File: src/rtl/ffd_pkg.sv
// ffd_pkg: widths, register indexes, shared types and the saturation helper
// for the fractional feedback delay. No dependencies.
package ffd_pkg;

    localparam int SAMPLE_W   = 16;
    localparam int FRAC_BITS  = 8;
    localparam int DELAY_W    = 24;
    localparam int GAIN_W     = 16;
    localparam int WET_W      = 17;
    localparam int COEF_W     = 16;
    localparam int RING_AW    = 16;
    localparam int CFG_IDX_W  = 3;
    localparam int CFG_DATA_W = 24;
    localparam int SAT_IN_W   = SAMPLE_W + 4;

    localparam logic [CFG_IDX_W-1:0] CFG_TARGET_DELAY  = CFG_IDX_W'(0);
    localparam logic [CFG_IDX_W-1:0] CFG_FEEDBACK_GAIN = CFG_IDX_W'(1);
    localparam logic [CFG_IDX_W-1:0] CFG_WET_MIX       = CFG_IDX_W'(2);
    localparam logic [CFG_IDX_W-1:0] CFG_SMOOTH_COEFF  = CFG_IDX_W'(3);

    localparam logic [COEF_W-1:0] SMOOTH_RESET = COEF_W'(2621);
    localparam logic [WET_W-1:0]  WET_ONE      = WET_W'(65536);
    localparam int                ROUND_SH     = 16;

    localparam logic signed [SAT_IN_W-1:0] SAT_HI = SAT_IN_W'((1 << (SAMPLE_W - 1)) - 1);
    localparam logic signed [SAT_IN_W-1:0] SAT_LO = ~SAT_HI;

    typedef struct packed {
        logic [DELAY_W-1:0] target_delay;
        logic [GAIN_W-1:0]  feedback_gain;
        logic [WET_W-1:0]   wet_mix;
        logic [COEF_W-1:0]  smooth_coeff;
    } t_cfg;

    typedef struct packed {
        logic                we;
        logic [RING_AW-1:0]  addr;
        logic [SAMPLE_W-1:0] data;
    } t_ring_wr;

    function automatic logic signed [SAMPLE_W-1:0] sat_sample(
        input logic signed [SAT_IN_W-1:0] v
    );
        if (v > SAT_HI) begin
            return SAT_HI[SAMPLE_W-1:0];
        end else if (v < SAT_LO) begin
            return SAT_LO[SAMPLE_W-1:0];
        end else begin
            return v[SAMPLE_W-1:0];
        end
    endfunction

endpackage

File: src/rtl/ffd_cfg.sv
// ffd_cfg: configuration register file for the fractional feedback delay.
// Depends on ffd_pkg.
module ffd_cfg (
    input  logic                           i_clk,
    input  logic                           i_rst_n,
    input  logic                           i_cfg_valid,
    input  logic [ffd_pkg::CFG_IDX_W-1:0]  i_cfg_index,
    input  logic [ffd_pkg::CFG_DATA_W-1:0] i_cfg_data,
    output ffd_pkg::t_cfg                  o_cfg
);
    import ffd_pkg::*;

    t_cfg r_cfg;

    always_ff @(posedge i_clk) begin
        if (!i_rst_n) begin
            r_cfg.target_delay  <= '0;
            r_cfg.feedback_gain <= '0;
            r_cfg.wet_mix       <= '0;
            r_cfg.smooth_coeff  <= SMOOTH_RESET;
        end else if (i_cfg_valid) begin
            unique case (i_cfg_index)
                CFG_TARGET_DELAY:  r_cfg.target_delay  <= i_cfg_data[DELAY_W-1:0];
                CFG_FEEDBACK_GAIN: r_cfg.feedback_gain <= i_cfg_data[GAIN_W-1:0];
                CFG_WET_MIX:       r_cfg.wet_mix       <= i_cfg_data[WET_W-1:0];
                CFG_SMOOTH_COEFF:  r_cfg.smooth_coeff  <= i_cfg_data[COEF_W-1:0];
                default: ;
            endcase
        end
    end

    assign o_cfg = r_cfg;

endmodule

File: config.mk
export PLATFORM = sky130hd
export DESIGN_NAME = ffd_cfg
export DESIGN_NICKNAME = d
export VERILOG_FILES = /design/src/rtl/ffd_pkg.sv /design/src/rtl/ffd_cfg.sv
export SDC_FILE = /design/constraint.sdc
export NUM_CORES = 1
export LEC_CHECK = 0
export BUFFER_PORTS_ARGS = -buffer_cell sky130_fd_sc_hd__buf_2
export CORE_MARGIN = 2
export CORE_UTILIZATION = 38
export DETAILED_ROUTE_END_ITERATION = 16
export PLACE_DENSITY = 0.74
export SLEW_MARGIN = 10
export SYNTH_ARGS = -nofsm -noshare
export SYNTH_HDL_FRONTEND = slang
export SYNTH_SLANG_ARGS = --single-unit
export TNS_END_PERCENT = 5
File: constraint.sdc
create_clock -name i_clk -period 1.34 [get_ports i_clk]
set_input_delay 0.201 -clock i_clk [delete_from_list [all_inputs] [get_ports i_clk]]
set_output_delay 0.201 -clock i_clk [all_outputs]
set_load 0.05 [all_outputs]
==> key figures, run 1 <==
Status
  • Outcome: complete, no violations

Floorplan
  • Starting Density: 0.3916
  • Chip width: 90.23 µm
  • I/O pin total: 103
  • Cell row count: 31
  • Die ar.: 0.008141 mm²
  • Core Footprint: 0.007214 mm²
  • Die Y: 90.23 µm

Synthesis
  • Post-synthesis average cell area: 10.24 µm²
  • Synth top area share: 0.5173
  • Synth top area cells: dfxtp_1, mux2i_1, nand2_1, nor2b_1, buf_2
  • Syn. warnings: 0
  • Syn Inst Count: 276
  • Synth Area in Simple Gates: 0.1709
  • Compound-Gate Fraction of Synth Area: 0
  • Area share of fa/ha/maj cells after synthesis: 0
  • Synth Register Bits: 73
  • Largest family of logic cells by synthesized area: multiplexers
  • Synth Cell Area: 0.002825 mm²
  • Yosys cell types: 13
  • Mapped Nets: 306
  • Sequential element share of the synthesized area: 0.5173
  • Post-synthesis xor/xnor area fraction: 0
  • Area leader, netlist: dfxtp_1
  • Post-synthesis mux area share: 0.2586

STA
  • Worst slew pin tran: 0.3402 ns
  • Endpoints failing setup: 0
  • RSZ-0062 raised after global routing: no
  • Pins Over Slew Limit: 0
  • Setup_tns: 0 ns
  • Setup slack after layout: 0.1809 ns
  • Hold_ws: 0.1110 ns
  • Max-slew headroom: 0.7732
  • Final hold violation count: 0
  • Fmax: 862.8 MHz
  • Min cycle time layout: 1.159 ns
  • Fin crit share: 0.8650
  • Clock Skew: 0 ns

Critical path
  • Crit. End Element: primary output
  • CP Launch Type: register
  • Slowest CP cell: dfxtp_1
  • Crit path kind: reg -> out
  • WP data required: 1.14 ns
  • Worst path bufs/invs: 1
  • Crit path max fanout: 2
  • Reg2Reg Setup Slack: 0.71 ns
  • R2R cell count: 2
  • RR Startpoint: o_cfg[0]$_SDFFE_PN1P_
  • Slowest stage delay, CP: 0.36 ns
  • Reg2reg end: o_cfg[0]$_SDFFE_PN1P_
  • Crit path cell chain: buf_2
  • Critical path data arrival time: 0.96 ns
  • Cell family with most CP delay: flip-flops

Drt
  • WL final: 6.489 mm
  • Detail Route Antenna Nets: 0
  • Routed len/inst: 13.60 µm
  • Drt pass-1 iters: 4
  • Residual DRC: 0
  • Routed vias: 2170
  • 1st-iter DRT viols: 55
  • Routed vias/inst: 4.549

Pwr
  • VDD IR max: 0.0005617 V
  • Leak Pwr: 1.833 nW
  • Power Density: 1233 mW/mm²

Cells and area
  • Max FFs per register: 73
  • Layout cells sized above 1: 0.3280
  • Final instance area: 0.003583 mm²
  • Nets: 404
  • Most frequent cells in the layout: buf_2, nand2_1, mux2i_1, dfxtp_1, nor2b_1
  • Area Growth Syn to Fin: 26.84%
  • Diodes inserted: 0
  • Most common cell after layout, fill and taps aside: buf_2
  • Final core occ: 0.4967
  • FILL cells: 741

Global routing
  • Largest net degree at the start of global routing: 71
  • Total GRT Usage: 0.1639
  • Initial antenna violation count: 0
  • Number of global-route vias before repair: 2162
  • GRT overflow: 0
  • First-pass GRT wire length: 10.62 mm

Clocking
  • Clk Latency, worst-skew pair: 0.32 ns
  • CTS H-tree lvls: 3
  • Post-CTS Setup Inserts: 0
  • CTS tree: done
  • Cts repair resizes: 0
  • CTS max path bufs: 2
  • Hold-fix buffers, CTS: 0
  • CTS Buf Count: 9
  • Root Buffer: clkbuf_8
  • Clock transition at path regs: 0.07 ns
  • Clock Sinks: 73

Min path
  • Hold Path Depth: 3
  • Hold EP: o_cfg[71]$_SDFFE_PN0P_
  • Worst min-delay path class: in -> reg
  • Beginning of the worst hold path: i_cfg_data[22]

Job
  • MaxCap Viol Count: 0

Placed design
  • Post-place instance area: 0.003388 mm²
  • Post-DP HPWL: 4.550 mm
  • I/O Buffers: 102
  • Setup WS pre-CTS: 0.08860 ns
  • Global placement routability congestion: 0.7754
-- synthesized netlist by cell type (all sizes together) --
library cell  count
nand4b            1
and4b             1
mux2i            73
nor4b             1
clkbuf            4
nor2b            14
nand4bb           2
buf              17
dfxtp            73
nand2            90
-- final cells by class --
cell class | instances | area [µm²] | area share
Multi-Input combinational cell | 182 | 1222 | 0.3411
Timing Repair Buffer | 108 | 580.6 | 0.1620
Sequential cell | 73 | 1461 | 0.4078
Clock buffer | 12 | 155.1 | 0.04330
Clock inverter | 3 | 40.04 | 0.01117
Tap cell | 99 | 123.9 | 0.03457
-- per-stage QoR --
| stage | cells | total power, mW |
|---|---|---|
| detailed placement | 462 | 2.770 |
| global route | 477 | 4.602 |
| global placement | 462 | 2.759 |
| floorplan | 276 | 2.632 |
| finish | 477 | 4.419 |
| CTS | 477 | 4.478 |
-- power breakdown --
group          total [mW]  switching [mW]  internal [mW]
sequential           2.24          0.0238           2.22
clock                1.70           0.756          0.947
combinational       0.475           0.334          0.141
-- layer usage --
metal / up-vias / GRT usage / part of all wire
li1: 1092 / - / -
met1: 1009 / 0.2104 / 0.47
met2: 61 / 0.2669 / 0.48
met3: 8 / 0.04107 / 0.042
met4: 0 / 0.06154 / 0.011
met5: - / 0 / 0
-- cell families after synthesis --
family,after synthesis
AND/OR/NAND/NOR,109
multiplexers,73
flip-flops,73
buffers and inverters,21
-- how the worst max path moves through the flow --
stage / from / to / slack, ns / cells after the start
6_report: o_cfg[63]$_SDFFE_PN0P_ / o_cfg[63] / 0.18 / 1
5_1_grt: o_cfg[63]$_SDFFE_PN0P_ / o_cfg[63] / 0.13 / 1
4_1_cts: o_cfg[63]$_SDFFE_PN0P_ / o_cfg[63] / 0.16 / 1
2_1_floorplan: i_cfg_index[0] / o_cfg[51]$_SDFFE_PN0P_ / 0.32 / 4
3_3_place_gp: i_cfg_index[0] / o_cfg[61]$_SDFFE_PN0P_ / 0.17 / 4
3_5_place_dp: i_cfg_index[0] / o_cfg[66]$_SDFFE_PN0P_ / 0.09 / 4
-- tightest hold or removal path, delay by kind of cell --
family | cells | cell delay [ns]
mux | 1 | 0.05
simple gates | 1 | 0.04
buf+inv | 1 | 0.09
No activity file was read; power rests on OpenSTA's default activity.
==> inputs of run 2 (changes only) <==
Settings changed: BUFFER_PORTS_ARGS -buffer_cell sky130_fd_sc_hd__buf_2 to -buffer_cell sky130_fd_sc_hd__clkbuf_2.
==> run 2 against run 1 <==
  * Fmax shrank 0.48%
  * Cell count rose by 0.21%
  * Clock power rose by 22%
  * Flip-flop and latch count stayed put
  * Critical path type unchanged
  * Worst hold slack worse by 0.013 ns
  * Largest cell class unchanged
  * Sequential share of layout area shrank 0.82 points
  * Largest power group unchanged
==> key figures, run 2 (synthesis results as in run 1) <==
Clocking
  • CTS tree: done (unchanged)
  • CTS H-tree lvls: 3 (unchanged)
  • Clock Sinks: 73 (unchanged)
  • Post-CTS Setup Inserts: 0 (unchanged)
  • Clock transition at path regs: 0.07 ns (about the same)
  • Root Buffer: clkbuf_8 (unchanged)
  • Cts repair resizes: 0 (unchanged)
  • CTS max path bufs: 2 (unchanged)
  • CTS Buf Count: 9 (unchanged)
  • Hold-fix buffers, CTS: 0 (unchanged)
  • Clk Latency, worst-skew pair: 0.32 ns (about the same)

Drt
  • Routed vias/inst: 4.538 (was 4.549)
  • Detail Route Antenna Nets: 0 (unchanged)
  • Drt pass-1 iters: 4 (unchanged)
  • Routed vias: 2169 (was 2170)
  • 1st-iter DRT viols: 63 (was 55)
  • Residual DRC: 0 (unchanged)
  • Routed len/inst: 13.20 µm (was 13.60 µm)
  • WL final: 6.311 mm (was 6.489 mm)

Cells and area
  • Most common cell after layout, fill and taps aside: clkbuf_2 (was buf_2)
  • Layout cells sized above 1: 0.3298 (was 0.3280)
  • FILL cells: 694 (was 741)
  • Most frequent cells in the layout: clkbuf_2, nand2_1, mux2i_1, dfxtp_1, nor2b_1 (was buf_2, nand2_1, mux2i_1, dfxtp_1, nor2b_1)
  • Multi-input gate area: 0.001222 mm² (unchanged)
  • Nets: 404 (unchanged)
  • Final core occ: 0.5069 (was 0.4967)
  • Area Growth Syn to Fin: 29.45% (was 26.84%)
  • Max FFs per register: 73 (unchanged)
  • Register Area: 0.001461 mm² (unchanged)
  • Diodes inserted: 0 (unchanged)

STA
  • Fin crit share: 0.8691 (was 0.8650)
  • Clock Skew: 0 ns (unchanged)
  • Pins Over Slew Limit: 0 (unchanged)
  • Max-slew headroom: 0.7772 (was 0.7732)
  • Worst slew pin tran: 0.3342 ns (was 0.3402 ns)
  • Fmax: 858.7 MHz (was 862.8 MHz)
  • Setup_tns: 0 ns (unchanged)
  • Final hold violation count: 0 (unchanged)
  • RSZ-0062 raised after global routing: no (unchanged)
  • Min cycle time layout: 1.165 ns (was 1.159 ns)
  • Endpoints failing setup: 0 (unchanged)

Critical path
  • Cell family with most CP delay: flip-flops (unchanged)
  • CP Launch Type: register (unchanged)
  • Crit path max fanout: 2 (unchanged)
  • Worst path bufs/invs: 1 (unchanged)
  • Crit path kind: reg -> out (unchanged)
  • Slowest stage delay, CP: 0.36 ns (about the same)
  • Critical path data arrival time: 0.96 ns (about the same)
  • WP data required: 1.14 ns (about the same)
  • Slowest CP cell: dfxtp_1 (unchanged)
  • Crit. End Element: primary output (unchanged)
  • Crit path cell chain: clkbuf_2 (was buf_2)

Global routing
  • GRT overflow: 0 (unchanged)
  • Number of global-route vias before repair: 2114 (was 2162)
  • First-pass GRT wire length: 10.43 mm (was 10.62 mm)
  • Largest net degree at the start of global routing: 67 (was 71)
  • Total GRT Usage: 0.1585 (was 0.1639)
  • Initial antenna violation count: 0 (unchanged)

Placed design
  • I/O Buffers: 102 (unchanged)
  • Global placement routability congestion: 0.7809 (was 0.7754)
  • Post-DP HPWL: 4.377 mm (was 4.550 mm)

Floorplan
  • I/O pin total: 103 (unchanged)
  • Cell row count: 31 (unchanged)
  • Die ar.: 0.008141 mm² (unchanged)
  • Chip width: 90.23 µm (unchanged)
  • Starting Density: 0.3916 (unchanged)
  • Core Footprint: 0.007214 mm² (unchanged)
  • Die Y: 90.23 µm (unchanged)

Job
  • MaxCap Viol Count: 0 (unchanged)

Pwr
  • VDD IR max: 0.0006395 V (was 0.0005617 V)
  • Power Density: 1310 mW/mm² (was 1233 mW/mm²)
  • Overall Power: 4.792 mW (was 4.419 mW)
  • Leak Pwr: 1.818 nW (was 1.833 nW)

Min path
  • Worst min-delay path class: in -> reg (unchanged)

Status
  • Outcome: complete, no violations (unchanged)
==> run 2: changes by cell type in the layout (fill, tap and decap cells not counted), sizes merged <==
cell	delta
buf	-101
bufinv	+2
clkbuf	+100
clkinv	-1
clkinvlp	+1
==> run 2: power by group <==
part / total [mW] / leakage [nW] / switching, mW / internal (mW)
Combinational: 0.481 / 1.11 / 0.335 / 0.146
Clock: 2.07 / 0.120 / 0.784 / 1.29
Sequential: 2.24 / 0.591 / 0.0250 / 2.22
Total: 4.79 / 1.82 / 1.14 / 3.65
==> run 2: layout make-up <==
class / count / area share
Sequential cell: 73 / 0.3996
Clock inverter: 5 / 0.02805
Tap cell: 99 / 0.03387
Clock buffer: 11 / 0.03866
Timing Repair Buffer: 108 / 0.1656
Multi-Input combinational cell: 182 / 0.3342
==> run 2: per-layer routing <==
metal | track usage | up-vias | part of all wire
met5 | 0 | - | 0
met3 | 0.03521 | 9 | 0.043
met1 | 0.2205 | 994 | 0.49
li1 | - | 1103 | -
met4 | 0.05385 | 0 | 0.014
met2 | 0.2437 | 63 | 0.46
==> run 2: final timing paths <==
path,slack (ns),depth (start not counted),startpoint,end
hold / removal,0.1,3,i_cfg_data[19],o_cfg[68]$_SDFFE_PN0P_
setup / recovery,0.18,1,o_cfg[56]$_SDFFE_PN0P_,o_cfg[56]
hold reg to reg,0.46,2,o_cfg[1]$_SDFFE_PN0P_,o_cfg[1]$_SDFFE_PN0P_
setup reg to reg,0.71,2,o_cfg[42]$_SDFFE_PN0P_,o_cfg[42]$_SDFFE_PN0P_
==> run 2: through the flow <==
step	std cells	worst slack, ns	hold slack [ns]	cell area, µm²
after floorplan	276	0.3228	0.3431	2825
after global placement	462	0.1721	0.4339	3413
after detailed placement	462	0.1188	0.4456	3413
after CTS	478	0.1437	0.07908	3657
after global routing	478	0.1236	0.09188	3657
final	478	0.1754	0.09800	3657
